<file path="src/sv/imu_pfa_pkg.sv">
package imu_pfa_pkg;

	// Field widths
	localparam int SEC_W  = 31;
	localparam int NSEC_W = 30;
	localparam int OFF_W  = 41;
	localparam int VAL_W  = 32;
	localparam int PROD_W = 64;

	// APB port geometry: registers sit at 8*i, 64-bit data
	localparam int ADDR_W = 6;
	localparam int DATA_W = 64;

	// Time constants
	localparam longint NS_PER_SEC = 64'd1000000000;
	localparam longint SEC_MAX    = 64'd2147483647;

	// Biased remainder: nsec + offset + DIV_BIAS * 1e9 is always positive and below 2^42
	localparam int     DIV_W     = 42;
	localparam int     DIV_BIAS  = 1100;
	localparam int     DIV_HI_LO = 21;
	localparam int     DIV_HI_W  = DIV_W - DIV_HI_LO;
	localparam int     RECIP_W   = 24;
	localparam int     QPROD_W   = DIV_HI_W + RECIP_W;
	localparam int     QE_W      = 12;
	localparam int     QE_SHIFT  = 53 - DIV_HI_LO;
	// floor(2^53 / 1e9)
	localparam logic [RECIP_W-1:0] RECIP = 24'd9007199;
	localparam logic [DIV_W-1:0] BIAS_NS = DIV_W'(longint'(DIV_BIAS) * NS_PER_SEC);
	localparam int     REM_W     = 31;
	localparam int     OSEC_W    = SEC_W + 3;

	// Q1.30 unit
	localparam logic signed [VAL_W-1:0] Q30_ONE = 32'sd1073741824;
	localparam logic signed [VAL_W-1:0] Q30_NEG = -32'sd1073741824;

	typedef enum logic [2:0] {
		REG_TIME_OFFSET   = 3'd0,
		REG_ROTATE_ENABLE = 3'd1,
		REG_COS_PITCH     = 3'd2,
		REG_SIN_PITCH     = 3'd3,
		REG_COS_HALF      = 3'd4,
		REG_SIN_HALF      = 3'd5
	} reg_idx_t;

	// Configuration as seen by the datapath; trig values already clamped to +-1.0
	typedef struct packed {
		logic signed [OFF_W-1:0] time_offset_ns;
		logic                    rotate_enable;
		logic signed [VAL_W-1:0] cos_pitch;
		logic signed [VAL_W-1:0] sin_pitch;
		logic signed [VAL_W-1:0] cos_half_pitch;
		logic signed [VAL_W-1:0] sin_half_pitch;
	} cfg_t;

	// Clamp a Q1.30 register value to [-1.0, 1.0]
	function automatic logic signed [VAL_W-1:0] clamp_q30(input logic signed [VAL_W-1:0] v);
		logic signed [VAL_W-1:0] r;
		r = v;
		if (v > Q30_ONE)
			r = Q30_ONE;
		else if (v < Q30_NEG)
			r = Q30_NEG;
		return r;
	endfunction

	// Add or subtract two Q1.30 products, round half up, saturate to [lo, hi]
	function automatic logic signed [VAL_W-1:0] rnd_sat(
		input logic signed [PROD_W-1:0] a,
		input logic signed [PROD_W-1:0] b,
		input logic                     sub,
		input logic signed [PROD_W-1:0] lo,
		input logic signed [PROD_W-1:0] hi
	);
		logic signed [PROD_W-1:0] sum;
		logic signed [PROD_W-1:0] r;
		logic signed [VAL_W-1:0]  res;
		sum = sub ? (a - b) : (a + b);
		r = (sum + 64'sd536870912) >>> 30;
		if (r > hi)
			res = VAL_W'(hi);
		else if (r < lo)
			res = VAL_W'(lo);
		else
			res = VAL_W'(r);
		return res;
	endfunction

endpackage

</file>
<file path="src/sv/imu_pfa_time.sv">
module imu_pfa_time
	import imu_pfa_pkg::*;
(
	input  logic              clk,
	input  cfg_t              cfg,
	input  logic [SEC_W-1:0]  sec_s1,
	input  logic [NSEC_W-1:0] nsec_s1,
	output logic [SEC_W-1:0]  sec_s4,
	output logic [NSEC_W-1:0] nsec_s4
);

	logic signed [OFF_W-1:0] off_eff;
	logic [DIV_W-1:0]        rb;
	logic [QPROD_W-1:0]      qprod;
	logic [DIV_W-1:0]        rb_s2;
	logic [QE_W-1:0]         qe_s2;
	logic [SEC_W-1:0]        sec_s2;
	logic [DIV_W-1:0]        qm;
	logic [DIV_W-1:0]        rem_full;
	logic [REM_W-1:0]        rem_s3;
	logic [QE_W-1:0]         qe_s3;
	logic [SEC_W-1:0]        sec_s3;
	logic                    carry;
	logic [REM_W-1:0]        rem_fix;
	logic [QE_W:0]           q_fix;
	logic signed [OSEC_W-1:0] osec;

	// Drop offsets of one nanosecond or less; bias the sub-second part positive
	always_comb begin
		if (cfg.time_offset_ns == 41'sd0 || cfg.time_offset_ns == 41'sd1 ||
		    cfg.time_offset_ns == -41'sd1)
			off_eff = '0;
		else
			off_eff = cfg.time_offset_ns;
		rb = DIV_W'(nsec_s1) + {{(DIV_W-OFF_W){off_eff[OFF_W-1]}}, off_eff} + BIAS_NS;
		qprod = QPROD_W'(rb[DIV_W-1:DIV_HI_LO]) * QPROD_W'(RECIP);
	end

	// Quotient estimate, low by at most one
	always_ff @(posedge clk) begin
		rb_s2  <= rb;
		qe_s2  <= qprod[QE_SHIFT+QE_W-1:QE_SHIFT];
		sec_s2 <= sec_s1;
	end

	// Remainder of the estimate, below twice one second
	always_comb begin
		qm       = DIV_W'(qe_s2) * DIV_W'(NS_PER_SEC);
		rem_full = rb_s2 - qm;
	end

	always_ff @(posedge clk) begin
		rem_s3 <= rem_full[REM_W-1:0];
		qe_s3  <= qe_s2;
		sec_s3 <= sec_s2;
	end

	// Correct the quotient, remove the bias and saturate
	always_comb begin
		carry   = rem_s3 >= REM_W'(NS_PER_SEC);
		rem_fix = carry ? (rem_s3 - REM_W'(NS_PER_SEC)) : rem_s3;
		q_fix   = (QE_W+1)'(qe_s3) + (QE_W+1)'(carry);
		osec    = $signed(OSEC_W'(sec_s3)) + $signed(OSEC_W'(q_fix)) -
		          $signed(OSEC_W'(DIV_BIAS));
	end

	always_ff @(posedge clk) begin
		if (osec[OSEC_W-1]) begin
			sec_s4  <= '0;
			nsec_s4 <= '0;
		end else if (osec > $signed(OSEC_W'(SEC_MAX))) begin
			sec_s4  <= SEC_W'(SEC_MAX);
			nsec_s4 <= NSEC_W'(NS_PER_SEC - 64'd1);
		end else begin
			sec_s4  <= osec[SEC_W-1:0];
			nsec_s4 <= rem_fix[NSEC_W-1:0];
		end
	end

endmodule

</file>
<file path="config.mk">
export PLATFORM = sky130hd
export DESIGN_NAME = imu_pfa_time
export DESIGN_NICKNAME = d
export VERILOG_FILES = /design/src/sv/imu_pfa_pkg.sv /design/src/sv/imu_pfa_time.sv
export SDC_FILE = /design/constraint.sdc
export NUM_CORES = 1
export LEC_CHECK = 0
export BUFFER_PORTS_ARGS = -buffer_cell sky130_fd_sc_hd__buf_2
export CORE_MARGIN = 2
export CORE_UTILIZATION = 38
export DETAILED_ROUTE_END_ITERATION = 8
export PLACE_DENSITY = 0.59
export SLEW_MARGIN = 20
export SYNTH_ARGS = -nofsm -noshare
export SYNTH_HDL_FRONTEND = slang
export SYNTH_SLANG_ARGS = --single-unit
</file>
<file path="constraint.sdc">
create_clock -name clk -period 32.5 [get_ports clk]
set_input_delay 3.25 -clock clk [delete_from_list [all_inputs] [get_ports clk]]
set_output_delay 3.25 -clock clk [all_outputs]
set_load 0.03 [all_outputs]
</file>
==> PnR_summary.wiki <==
{| class="wikitable"
! Metric !! Value
|-
| First-pass GRT wire length || about 80 mm
|-
| Setup total negative slack || 0 ps
|-
| Maximum clock frequency || around 0.069 GHz
|-
| Count of final hold-check violations || 0
|-
| Largest stage delay on the critical path || 820 ps
|-
| Number of antenna violations at the first check in global routing || 2
|-
| Register-to-Register Setup Slack || ~26,000 ps
|-
| Initial Util || 38.44%
|-
| Number of detailed-route iterations in the first pass || 5
|-
| Part of the cycle the worst path needs || between 40% and 50%
|-
| Clock tree from TritonCTS || done
|-
| Floorplan die height || 240.3 µm
|-
| Crit path time final || around 15,000 ps
|-
| Growth of design area from synthesis to finish || 11.99%
|-
| Total Routed Length || roughly 48 mm
|-
| Normalized max-slew margin || 31.64%
|-
| Average wire length per cell after detail routing || between 15 and 20 µm
|-
| Kind of capture point of the worst setup path || register
|-
| Root buffer cell || sky130_fd_sc_hd__clkbuf_16
|-
| Core region area || 0.05520 mm²
|-
| Setup Crit Path Kind || primary input to register
|-
| I/O pin cnt || 293
|-
| Launching element type of the critical path || primary input
|-
| Launch point of the worst hold path || sec_s2[3]
|-
| Dominant synthesized flop cell || sky130_fd_sc_hd__dfxtp_1
|-
| Number of global-route vias before repair || around 16,000
|-
| Fraction of synthesized cell area taken by the top area cell type || 23.88%
|-
| Critical-path maximum fanout || 25
|-
| Max-slew violation count || 0
|-
| DRC violation count after routing || 0
|-
| Setup repair after global routing missed its margin || no
|-
| Final HPWL DP || 41.64 mm
|-
| Overflow left after global routing || 0
|-
| Setup Skew || around 13 ps
|-
| Path category of the worst min-delay check || register to register
|-
| Overall routing resource usage || 17.01%
|-
| Total of endpoints with negative setup slack in the final report || 0
|-
| Clock sink count || 209
|-
| Result of the run || completed
|-
| Largest cells by area after synthesis || sky130_fd_sc_hd__ha_1, sky130_fd_sc_hd__dfxtp_1, sky130_fd_sc_hd__fa_1
|-
| Number of DRC markers in iteration 0 || 485
|-
| # H-tree levels || 1
|-
| Part of the Yosys area used for sequential elements || 19.72%
|-
| Reg2Reg Capture Point || rem_s3[30]
|-
| Number of hold buffers added after cts || 0
|-
| Number of synthesized register bits || 209
|-
| CP bufs+invs || 4
|-
| Worst reg2reg path startpoint || qe_s2[4]
|-
| Worst reg-to-reg path cell count || 25
|-
| Number of distinct library cell variants in the gate-level netlist after synthesis || between 80 and 90
|-
| Vias per cell || between 4 and 5
|-
| Number of max-cap violations || 0
|-
| Top delay family on crit path || adder cells
|-
| Antenna diodes || 0
|-
| Via count || 15,373
|-
| Slowest cell on crit path || sky130_fd_sc_hd__xor2_1
|-
| Most repeated library cell on the critical path || sky130_fd_sc_hd__fa_1
|-
| Cells after synthesis || 2,214
|-
| Post_cts resized || 0
|-
| Number of flops mapped to enable cells by yosys || 0
|-
| Measured slew at the worst slew-check pin || 1022 ps
|-
| Maximum clock path buffer count || 3
|-
| Latest clock arrival within the worst-skew pair || 510 ps
|-
| Required time of the worst setup path || around 33,000 ps
|-
| Die width || about 240 µm
|-
| # nets final || 3,234
|-
| Mean area per synthesized cell || 9.584 µm²
|-
| Worst hold path cell count || 0
|-
| Clock-pin slew of the registers on the worst-case setup and hold paths || 60 ps
|-
| Number of nets with antenna violations after routing || 0
|-
| Row Count || 86
|-
| Number of buffers added on ports || roughly 160
|-
| Async S/R FF share, synth || 0%
|-
| Maximum number of pins on one net before global-route repair || 53
|-
| Full die area || 0.05775 mm²
|-
| Netlist area before placement || around 0.021 mm²
|-
| Layout filler cell count || around 5,400
|-
| Largest area contributor in the synthesized netlist || sky130_fd_sc_hd__ha_1
|-
| Syn Nets || around 3,100
|-
| Setup fix buffers added after clock tree synthesis || 0
|-
| Total clock buffers created by CTS || 22
|-
| Worst Path Arrival || 14,990 ps
|-
| Final Wtd Congestion || 0.9044
|-
| Layout cells sized above 1 || 12.35%
|-
| Yosys warning count || 0
|-
| Worst hold endpoint || sec_s3[3]
|}
==> cell type report <==
| cell class | count | area (µm²) | share of cell area, % |
|---|---|---|---|
| clock buffer | 27 | 600.6 | 2.527 |
| clock inverter | 12 | 230.2 | 0.9688 |
| inverter | 475 | 1783 | 7.503 |
| multi-input combinational | 1505 | 15110 | 63.58 |
| sequential | 209 | 4184 | 17.61 |
| tap | 748 | 935.9 | 3.938 |
| timing repair buffer | 177 | 920.9 | 3.875 |
==> stage by stage <==
step | cells | cell area (µm²) | setup slack (ps) | hold WS [ps] | utilization, %
global route | 3153 | 23760 | 17260 | 332.7 | 43.05
finish | 3153 | 23760 | 17940 | 322.8 | 43.05
detailed placement | 3114 | 22930 | 17500 | 312.1 | 41.55
CTS | 3153 | 23760 | 17960 | 327.6 | 43.05
floorplan | 2214 | 21220 | 19140 | 309.6 | -
global placement | 3114 | 22930 | 17580 | 311.6 | 41.55
==> worst reg2reg max path, cell delays in order (launching register included) <==
cell                       delay (ps)
sky130_fd_sc_hd__dfxtp_1          620
sky130_fd_sc_hd__inv_1            100
sky130_fd_sc_hd__ha_1             340
sky130_fd_sc_hd__inv_1            100
sky130_fd_sc_hd__ha_1             310
sky130_fd_sc_hd__inv_1             80
sky130_fd_sc_hd__fa_1             440
sky130_fd_sc_hd__fa_1             540
sky130_fd_sc_hd__inv_1             70
sky130_fd_sc_hd__fa_1             490
sky130_fd_sc_hd__ha_1             360
sky130_fd_sc_hd__o21ai_0          130
sky130_fd_sc_hd__o21ai_0          100
sky130_fd_sc_hd__and2_1           170
sky130_fd_sc_hd__o21ai_0          200
sky130_fd_sc_hd__a21boi_0         130
sky130_fd_sc_hd__nor2_1           130
sky130_fd_sc_hd__xor2_1           200
sky130_fd_sc_hd__ha_1             320
sky130_fd_sc_hd__a21o_1           180
sky130_fd_sc_hd__a21oi_1          170
sky130_fd_sc_hd__a21boi_0         190
sky130_fd_sc_hd__a31oi_1           90
sky130_fd_sc_hd__a221oi_1         420
sky130_fd_sc_hd__o21ai_1          160
sky130_fd_sc_hd__xnor2_1          250
==> cell usage after synthesis, drive strengths merged, types with 3 or more instances <==
cell type    n
inv        475
ha         405
dfxtp      209
fa         207
a21oi      136
nor2        89
xnor2       77
nand2       74
xor2        55
a21o        53
o21ai       53
nor3        33
and2        28
nand3       26
nor2b       22
nand4       20
o21a        20
nand2b      18
a31oi       15
and3        15
buf         15
nor4        15
o21bai      15
o211ai      13
a211oi      12
clkbuf      10
o31ai        7
o41ai        7
or2          7
a41oi        6
a2111oi      5
a211o        5
mux2         5
mux2i        5
a21boi       4
and4         4
nand3b       4
or3          4
o2111ai      3
o21ba        3
o31a         3
==> cells in the final DEF, fill, tap and decap left out, drive strengths merged, types with 55 or more instances in the layout <==
cell type	instances
a21oi	136
buf	177
dfxtp	209
fa	207
ha	405
inv	477
nand2	74
nor2	89
xnor2	77
xor2	55
==> cell families after synthesis <==
logic type / count (synthesis) / synth area share (%)
AOI/OAI and AO/OA: 387 / 13.14
DFF: 209 / 19.72
xor gates and xnor gates: 132 / 5.448
buffers and inverters: 500 / 9.116
adders and majority gates: 612 / 43.41
and+or+nand+nor: 364 / 8.662
muxes: 10 / 0.5012
==> routing by layer <==
| metal | vias to the layer above | GRT usage (%) | share of wire (%) |
|---|---|---|---|
| met5 | - | 0 | 0.027 |
| met4 | 2 | 4.517 | 2.6 |
| met3 | 69 | 1.722 | 4.1 |
| met2 | 304 | 30.62 | 49 |
| met1 | 7335 | 21.61 | 45 |
| li1 | 7663 | - | - |
==> registers in the layout, indices dropped and copies added (netlist names) <==
signal	count
rb_s2	31
nsec_s4	30
rem_s3	31
sec_s4	31
sec_s2	31
sec_s3	31
qe_s3	12
qe_s2	12
==> how the worst max path moves through the flow <==
stage / from / endpoint / slack (ps) / depth (start not counted)
final: cfg[161] / qe_s2[9] / 17940 / 39
after global routing: cfg[161] / qe_s2[9] / 17260 / 39
after CTS: cfg[161] / qe_s2[9] / 17960 / 39
after global placement: cfg[161] / qe_s2[9] / 17580 / 39
after floorplan: cfg[161] / qe_s2[9] / 19140 / 39
after detailed placement: cfg[161] / qe_s2[9] / 17500 / 39
Power is left out: the tool's default activity adds up to more than one toggle a clock period on the data nets, which glitch-free logic cannot reach.
