<file path="config.mk">
export PLATFORM = sky130hd
export DESIGN_NAME = imu_pfa_regs
export DESIGN_NICKNAME = d
export VERILOG_FILES = /design/src/sv/imu_pfa_pkg.sv /design/src/sv/imu_pfa_regs.sv
export SDC_FILE = /design/constraint.sdc
export NUM_CORES = 1
export LEC_CHECK = 0
export BUFFER_PORTS_ARGS = -buffer_cell sky130_fd_sc_hd__buf_2
export CAP_MARGIN = 10
export CELL_PAD_IN_SITES_DETAIL_PLACEMENT = 1
export CELL_PAD_IN_SITES_GLOBAL_PLACEMENT = 1
export CORE_UTILIZATION = 38
export CTS_CLUSTER_SIZE = 25
export DETAILED_ROUTE_END_ITERATION = 10
export PLACE_DENSITY_LB_ADDON = 0.1
export SETUP_SLACK_MARGIN = 0.02
export SLEW_MARGIN = 20
export SYNTH_ARGS = -nofsm -noshare
export SYNTH_HDL_FRONTEND = slang
export SYNTH_SLANG_ARGS = --single-unit
</file>
<file path="constraint.sdc">
create_clock -name clk -period 2.56 [get_ports clk]
set_clock_uncertainty 0.05 [all_clocks]
set_input_delay 0.384 -clock clk [delete_from_list [all_inputs] [get_ports clk]]
set_output_delay 0.384 -clock clk [all_outputs]
set_load 0.03 [all_outputs]
</file>
<file path="src/sv/imu_pfa_pkg.sv">
package imu_pfa_pkg;

	// Field widths
	localparam int SEC_W  = 31;
	localparam int NSEC_W = 30;
	localparam int OFF_W  = 41;
	localparam int VAL_W  = 32;
	localparam int PROD_W = 64;

	// APB port geometry: registers sit at 8*i, 64-bit data
	localparam int ADDR_W = 6;
	localparam int DATA_W = 64;

	// Time constants
	localparam longint NS_PER_SEC = 64'd1000000000;
	localparam longint SEC_MAX    = 64'd2147483647;

	// Biased remainder: nsec + offset + DIV_BIAS * 1e9 is always positive and below 2^42
	localparam int     DIV_W     = 42;
	localparam int     DIV_BIAS  = 1100;
	localparam int     DIV_HI_LO = 21;
	localparam int     DIV_HI_W  = DIV_W - DIV_HI_LO;
	localparam int     RECIP_W   = 24;
	localparam int     QPROD_W   = DIV_HI_W + RECIP_W;
	localparam int     QE_W      = 12;
	localparam int     QE_SHIFT  = 53 - DIV_HI_LO;
	// floor(2^53 / 1e9)
	localparam logic [RECIP_W-1:0] RECIP = 24'd9007199;
	localparam logic [DIV_W-1:0] BIAS_NS = DIV_W'(longint'(DIV_BIAS) * NS_PER_SEC);
	localparam int     REM_W     = 31;
	localparam int     OSEC_W    = SEC_W + 3;

	// Q1.30 unit
	localparam logic signed [VAL_W-1:0] Q30_ONE = 32'sd1073741824;
	localparam logic signed [VAL_W-1:0] Q30_NEG = -32'sd1073741824;

	typedef enum logic [2:0] {
		REG_TIME_OFFSET   = 3'd0,
		REG_ROTATE_ENABLE = 3'd1,
		REG_COS_PITCH     = 3'd2,
		REG_SIN_PITCH     = 3'd3,
		REG_COS_HALF      = 3'd4,
		REG_SIN_HALF      = 3'd5
	} reg_idx_t;

	// Configuration as seen by the datapath; trig values already clamped to +-1.0
	typedef struct packed {
		logic signed [OFF_W-1:0] time_offset_ns;
		logic                    rotate_enable;
		logic signed [VAL_W-1:0] cos_pitch;
		logic signed [VAL_W-1:0] sin_pitch;
		logic signed [VAL_W-1:0] cos_half_pitch;
		logic signed [VAL_W-1:0] sin_half_pitch;
	} cfg_t;

	// Clamp a Q1.30 register value to [-1.0, 1.0]
	function automatic logic signed [VAL_W-1:0] clamp_q30(input logic signed [VAL_W-1:0] v);
		logic signed [VAL_W-1:0] r;
		r = v;
		if (v > Q30_ONE)
			r = Q30_ONE;
		else if (v < Q30_NEG)
			r = Q30_NEG;
		return r;
	endfunction

	// Add or subtract two Q1.30 products, round half up, saturate to [lo, hi]
	function automatic logic signed [VAL_W-1:0] rnd_sat(
		input logic signed [PROD_W-1:0] a,
		input logic signed [PROD_W-1:0] b,
		input logic                     sub,
		input logic signed [PROD_W-1:0] lo,
		input logic signed [PROD_W-1:0] hi
	);
		logic signed [PROD_W-1:0] sum;
		logic signed [PROD_W-1:0] r;
		logic signed [VAL_W-1:0]  res;
		sum = sub ? (a - b) : (a + b);
		r = (sum + 64'sd536870912) >>> 30;
		if (r > hi)
			res = VAL_W'(hi);
		else if (r < lo)
			res = VAL_W'(lo);
		else
			res = VAL_W'(r);
		return res;
	endfunction

endpackage

</file>
<file path="src/sv/imu_pfa_regs.sv">
module imu_pfa_regs
	import imu_pfa_pkg::*;
(
	input  logic              clk,
	input  logic              arst_n,
	input  logic              psel,
	input  logic              penable,
	input  logic              pwrite,
	input  logic [ADDR_W-1:0] paddr,
	input  logic [DATA_W-1:0] pwdata,
	output logic [DATA_W-1:0] prdata,
	output logic              pready,
	output cfg_t              cfg
);

	logic signed [OFF_W-1:0] offset_q;
	logic                    rot_q;
	logic signed [VAL_W-1:0] cos_q;
	logic signed [VAL_W-1:0] sin_q;
	logic signed [VAL_W-1:0] chalf_q;
	logic signed [VAL_W-1:0] shalf_q;
	logic                    wr_en;
	reg_idx_t                idx;

	assign pready = 1'b1;
	assign wr_en  = psel && penable && pwrite && pready;
	assign idx    = reg_idx_t'(paddr[ADDR_W-1:3]);

	// Write registers on the access cycle
	always_ff @(posedge clk or negedge arst_n) begin
		if (!arst_n) begin
			offset_q <= '0;
			rot_q    <= 1'b0;
			cos_q    <= Q30_ONE;
			sin_q    <= '0;
			chalf_q  <= Q30_ONE;
			shalf_q  <= '0;
		end else if (wr_en) begin
			unique case (idx)
				REG_TIME_OFFSET:   offset_q <= pwdata[OFF_W-1:0];
				REG_ROTATE_ENABLE: rot_q    <= pwdata[0];
				REG_COS_PITCH:     cos_q    <= pwdata[VAL_W-1:0];
				REG_SIN_PITCH:     sin_q    <= pwdata[VAL_W-1:0];
				REG_COS_HALF:      chalf_q  <= pwdata[VAL_W-1:0];
				REG_SIN_HALF:      shalf_q  <= pwdata[VAL_W-1:0];
				default: ;
			endcase
		end
	end

	// Read back the raw register values, sign extended
	always_comb begin
		unique case (idx)
			REG_TIME_OFFSET:   prdata = DATA_W'(offset_q);
			REG_ROTATE_ENABLE: prdata = {{(DATA_W-1){1'b0}}, rot_q};
			REG_COS_PITCH:     prdata = DATA_W'(cos_q);
			REG_SIN_PITCH:     prdata = DATA_W'(sin_q);
			REG_COS_HALF:      prdata = DATA_W'(chalf_q);
			REG_SIN_HALF:      prdata = DATA_W'(shalf_q);
			default:           prdata = '0;
		endcase
	end

	// Hand the datapath clamped trig values
	always_comb begin
		cfg.time_offset_ns = offset_q;
		cfg.rotate_enable  = rot_q;
		cfg.cos_pitch      = clamp_q30(cos_q);
		cfg.sin_pitch      = clamp_q30(sin_q);
		cfg.cos_half_pitch = clamp_q30(chalf_q);
		cfg.sin_half_pitch = clamp_q30(shalf_q);
	end

endmodule

</file>
==> metrics, run 1 <==
drt wl/cell=~25 um; final worst path period share=110.7%; H-tree depth=4; placed instance area=between 0.01 and 0.015 mm2; Cells after DPL=1461; synth unique cells=40; number of max-cap violations=0; WHS Path Cells=2; Max clock buf depth=2; critical path's slowest cell=dfrtp_1; multi-input gate area in the final layout=0.005424 mm2; Clk Latency, worst-skew pair=about 0.42 ns; critical path, cell by cell=nor4_4, buf_4, nand4_1, o211a_4, buf_16, nor2_4, buf_6; count of final hold-check violations=0; Leakage=about 0.0064 uW; register area share after synthesis=roughly 46%; met1 usage=a little over two fifths; status=complete, but fails checks; non-filler cells, final=about 1500; #FFs+latches synth=170; ys flop type=dfrtp_1; Design Area, Final=~0.014 mm2; r2r endpoint=sin_q[1]; Worst R2R Start=sin_q[1]; Worst path top cell family by delay=simple AND/OR/NAND/NOR gates; worst endpoint required time=~2.1 ns; relative slew slack=between 60% and 70%; number of port buffers=between 200 and 300; starting density of the core=between 30% and 40%; violated checks=negative setup slack; first-pass iteration count of the detailed router=5; Post-Synthesis Cells=slightly below 900; R2R Setup Slk=between 1.5 and 2 ns; Worst Tran Pin Value=about 0.52 ns; Register Area=between 0.004 and 0.005 mm2; CTS Buf Count=17; Pwr per Cell Area=approximately 900 mW/mm2; RSZ-0062 raised after global routing=yes; Die X=~160 um; Mean Syn Cell Area=approximately 10 um2; post-layout util=59.17%; min Tclk post-route=2.833 ns; # nets final=between 1000 and 1500; Filler cells=about 2500; share of post-route cells with drive strength above 1=60.13%; row count=between 50 and 60; gr usage total=31.97%; initial antenna violation count=1; 1st-iter DRT viols=497; Worst VDD drop=around 0.46 mV; fmax=353.0 MHz; Placer Congestion=0.8932; Bufs and invs on worst path=3; kind of critical path=register to output port; crit-path max cell delay=0.42 ns; Async SR Flop Fraction=100.0%; clk root buf=clkbuf_16; Crit. End Element=output port; area delta synth->final=51.98%; Most Used Layer, Global Route=met2; CTS tree=done; Hold/Removal Path Class=primary input to register; syn_nets=957; GR Layer Usage met3=5.865%; Min Hold Slack=about 0.12 ns; endpoints failing setup=120; io pins=between 300 and 400; Cell Area, Synth=around 0.0092 mm2; final slew viol count=0; HP Start=pwdata[32]; Via Count=8425; largest net degree at the start of global routing=53; grt total ovfl=0; Synth warnings=0; hold endpoint=offset_q[32]; clock slew at reported path FFs=around 0.070 ns; critical path fanouts, max=8; Residual DRC=0; drt via density=5.528; Worst Path Arrival=approximately 2.4 ns; EDFF count, synth=0; Reg2Reg Depth=2; Post-Route WL=~38 mm; final worst setup slack=-0.2728 ns; core region area=between 0.02 and 0.025 mm2; first-pass GRT wire length=57.37 mm; startpoint class of the critical path=register; Die Y-Extent=roughly 160 um; vias in the first global route=a little over 9000; antenna-violating nets left=0; met2 Use GR=~53%; DP HPWL=around 25 mm; CTS Sinks=170; total die area=about 0.025 mm2
[through the flow]
stage | setup slack [ns] | setup TNS (ns) | total power (uW)
after global routing | -0.3351 | -29.13 | 13060
final | -0.2728 | -21.32 | 12560
after floorplan | 0.1414 | 0 | 6642
after CTS | -0.2594 | -23.61 | 12560
after global placement | -0.06145 | -0.8312 | 8232
after detailed placement | -0.08119 | -1.568 | 8310
[per-layer routing]
layer	part of all wire (%)	routed length, um	vias to the layer above
li1	-	-	3657
met1	43	16370	4349
met2	48	18310	340
met3	5.6	2146	79
met4	3.4	1285	0
met5	0	0	-
[registers in the layout, indices dropped and copies added (netlist names)]
register,flops
offset_q,41
cos_q,32
shalf_q,32
sin_q,32
rot_q,1
chalf_q,32
[kinds of logic (layout without fill, tap and decap cells)]
logic type	Yosys count	count (layout)	synth area share [%]
compound gates	78	78	6.484
flops	170	170	46.44
mux	203	203	24.61
other cells	1	2	0.04091
buf+inv	97	419	5.897
simple gates	333	333	16.53
[cells in the mapped netlist (all sizes together) (3+ instances only)]
library cell | count | share of area (%)
nor4 | 29 | 2.2
mux2i | 33 | 3.6
dfrtp | 168 | 46
inv | 7 | 0.29
clkbuf | 33 | 1.4
mux2 | 169 | 21
nor2 | 127 | 6.1
o21ai | 30 | 1.6
o211a | 3 | 0.33
buf | 57 | 4.3
nand2 | 151 | 6.2
nand2b | 7 | 0.48
a21o | 10 | 0.82
nand4 | 6 | 0.41
a221o | 29 | 3.2
or2 | 4 | 0.27
[cell usage in the layout, fill, tap and decap left out, types with 3 or more instances in the layout]
cell type,n
a221o_1,29
mux2_1,14
nor2_1,5
nand2_1,151
or2_2,4
nor4_2,8
dfrtp_1,165
a21o_1,9
nor4_4,9
mux2i_1,33
dfrtp_2,3
nand2b_1,7
buf_2,161
nor2_4,122
buf_4,69
nand4_1,6
nor4_1,12
buf_16,4
mux2_2,155
buf_6,124
buf_12,20
o211a_4,3
inv_6,7
clkbuf_16,17
o21ai_0,30
inv_1,7
[worst max path at each step]
stage,slack (ns),start,cells after the start,end
global route,-0.34,sin_q[1],8,cfg[88]
global placement,-0.06,shalf_q[2],7,cfg[0]
CTS,-0.26,cos_q[11],7,cfg[118]
finish,-0.27,cos_q[11],7,cfg[111]
detailed placement,-0.08,shalf_q[2],7,cfg[0]
floorplan,0.14,paddr[4],6,prdata[41]
[cell type report]
class	count	share of cell area, %
Sequential cell	170	30.58
Multi-Input combinational cell	615	38.93
Timing Repair Buffer	380	23.37
Tap cell	319	2.865
Clock inverter	14	0.9610
Inverter	7	0.1886
Antenna cell	1	0.01796
Clock buffer	18	3.081
[report_power, final]
part           switching (uW)  internal, uW  total (uW)
registers                 675          3220        3890
logic                    3610          2510        6120
clock network            1190          1360        2550
[what timing repair did]
item	in CTS	in global routing
gates resized for setup	501	15
endpoints found under the setup margin	120	144
gates cloned	9	0
pin swaps	120	24
setup buffers	26	4
hold endpoints to repair	48	0
hold buffers	1	0
(Power assumes the default switching activity.)
==> inputs of run 2 (changes only) <==
- CORE_ASPECT_RATIO: not set -> 0.6
==> metrics, run 2 (same netlist as run 1, synthesis figures left out) <==
status=complete, but fails checks; violated checks=negative setup slack; Worst VDD drop=0.5540 mV (+20%); DP HPWL=25.40 mm (+3.2%); final slew viol count=0 (unchanged); fmax=345.2 MHz (-2.2%); first-pass iteration count of the detailed router=4 (-1); r2r endpoint=shalf_q[23]; critical path, cell by cell=nor4_4, buf_4, nand4_1, o211a_4, buf_12, nor2_1, buf_4; Leakage=0.006470 uW (+0.54%); Via Count=8316 (-1.3%); Worst Path Arrival=2.46 ns (+0.06 ns); Worst Tran Pin Value=0.5774 ns (+0.05544 ns); Placer Congestion=0.8193 (-8.3%); clk root buf=clkbuf_16; critical path fanouts, max=6 (-2); Die Y-Extent=122.3 um (-22%); Register Area=0.004267 mm2 (+0.15%); count of final hold-check violations=0 (unchanged); Reg2Reg Depth=3 (+1); final worst path period share=113.2% (+2.5 points); Clk Latency, worst-skew pair=0.44 ns (+0.02 ns); R2R Setup Slk=1.48 ns (-0.03 ns); row count=43 (-23%); # nets final=1263 (-0.24%); largest net degree at the start of global routing=55 (+3.8%); gr usage total=30.26% (-1.7 points); first-pass GRT wire length=55.56 mm (-3.2%); Crit. End Element=output port; final setup TNS=-28.87 ns (-7.552 ns); crit-path max cell delay=0.43 ns (about the same); CTS Buf Count=17 (unchanged); crit path from=cos_q[2]; Pwr per Cell Area=920.6 mW/mm2 (+2.1%); number of max-cap violations=0 (unchanged); commonest cells after routing, fill and taps aside=buf_2 (161), dfrtp_1 (160), mux2_2 (155), nand2_1 (151), buf_6 (121); Post-Route WL=38.01 mm (-0.27%); drt wl/cell=25.07 um (+0.25%); Power Total=12860 uW (+2.4%); CTS Sinks=170 (unchanged); Bufs and invs on worst path=3 (unchanged); Die X=202.5 um (+29%); clock slew at reported path FFs=0.07 ns (about the same); Crit path depth=7 (unchanged); grt total ovfl=0 (unchanged); Largest register FFs=41 (unchanged); drt via density=5.485 (-0.77%); most used cell, CP=buf_4; share of post-route cells with drive strength above 1=60.45% (+0.32 points); Cells after DPL=1464 (+0.21%); startpoint class of the critical path=register; Max clock buf depth=2 (unchanged); Filler cells=2453 (-3.0%); Worst R2R Start=shalf_q[23]; commonest non-fill, non-tap cell in the layout=buf_2; Biggest register=offset_q; io pins=310 (unchanged); non-filler cells, final=1516 (-0.52%); total die area=0.02477 mm2 (about the same); worst endpoint required time=2.13 ns (about the same); Worst path top cell family by delay=simple AND/OR/NAND/NOR gates; core region area=0.02340 mm2 (-0.59%); vias in the first global route=8656 (-4.8%); H-tree depth=4 (unchanged); critical path's slowest cell=dfrtp_1; CTS tree=done; starting density of the core=39.17% (+0.23 points); area delta synth->final=52.44%; Setup crit end=cfg[106]; RSZ-0062 raised after global routing=yes; number of port buffers=282 (unchanged); Hold/Removal Path Class=primary input to register; min Tclk post-route=2.897 ns (+0.06440 ns); kind of critical path=register to output port; 1st-iter DRT viols=560 (+13%); multi-input gate area in the final layout=0.005344 mm2 (-1.5%); relative slew slack=61.51% (-3.7 points); initial antenna violation count=0 (-1); final worst setup slack=-0.3372 ns (-0.06440 ns); n_diodes=0 (-1); endpoints failing setup=120 (unchanged); antenna-violating nets left=0 (unchanged); Residual DRC=0 (unchanged)
[run 2: cell types whose count changed in the layout (fill, tap and decap cells not counted), sizes merged]
| cell | delta |
|---|---|
| clkbuf | +5 |
| clkinv | +2 |
| diode | -1 |
| bufinv | +4 |
| buf | -8 |
| inv | -7 |
| clkinvlp | +1 |
[run 2: cell type report]
cell class | instances | share of cell area, %
multi-input cells | 615 | 38.24
flip-flops and latches | 170 | 30.53
repair buffers | 377 | 23.49
clock buffers | 18 | 3.143
well taps | 315 | 2.821
clock inverters | 14 | 1.585
inverters | 7 | 0.1880
[run 2: per-stage QoR]
| stage | hold slack, ns | area (um2) | utilization (%) | setup slack, ns |
|---|---|---|---|---|
| after floorplan | 0.03841 | 9168 | - | 0.1414 |
| after global placement | 0.3325 | 11190 | 47.83 | 0.02046 |
| after detailed placement | 0.3377 | 11190 | 47.83 | 0.01245 |
| after CTS | 0.08534 | 13440 | 57.41 | -0.2781 |
| after global routing | 0.1041 | 13970 | 59.71 | -0.3734 |
| final | 0.1016 | 13970 | 59.71 | -0.3372 |
[run 2: how the worst min path moves through the flow]
stage	from	to	slack, ns	depth (start not counted)
after floorplan	arst_n	chalf_q[0]	0.04	0
after global placement	arst_n	offset_q[23]	0.33	1
after detailed placement	arst_n	sin_q[24]	0.34	1
after CTS	pwdata[32]	offset_q[32]	0.09	2
after global routing	pwdata[32]	offset_q[32]	0.10	2
final	pwdata[32]	offset_q[32]	0.10	2
[run 2: power by group]
group | leakage (uW) | internal [uW] | switching, uW
logic | 0.00400 | 2490 | 3590
clock network | 0.000312 | 1760 | 1170
registers | 0.00216 | 3220 | 636
total | 0.00647 | 7470 | 5390
[run 2: timing repair]
action,in CTS,in global routing
buffers inserted,6,3
hold buffers,1,0
pin swaps,41,73
gates cloned,5,6
hold endpoints to repair,48,0
setup endpoints to repair,120,144
resized for setup,408,89
[run 2: per-layer routing]
| layer | share of wire [%] | vias to the layer above | global-route usage [%] |
|---|---|---|---|
| li1 | - | 3648 | - |
| met1 | 46 | 4319 | 43.47 |
| met2 | 46 | 304 | 47.30 |
| met3 | 6.3 | 45 | 5.258 |
| met4 | 1.5 | 0 | 7.707 |
| met5 | 0 | - | 0 |
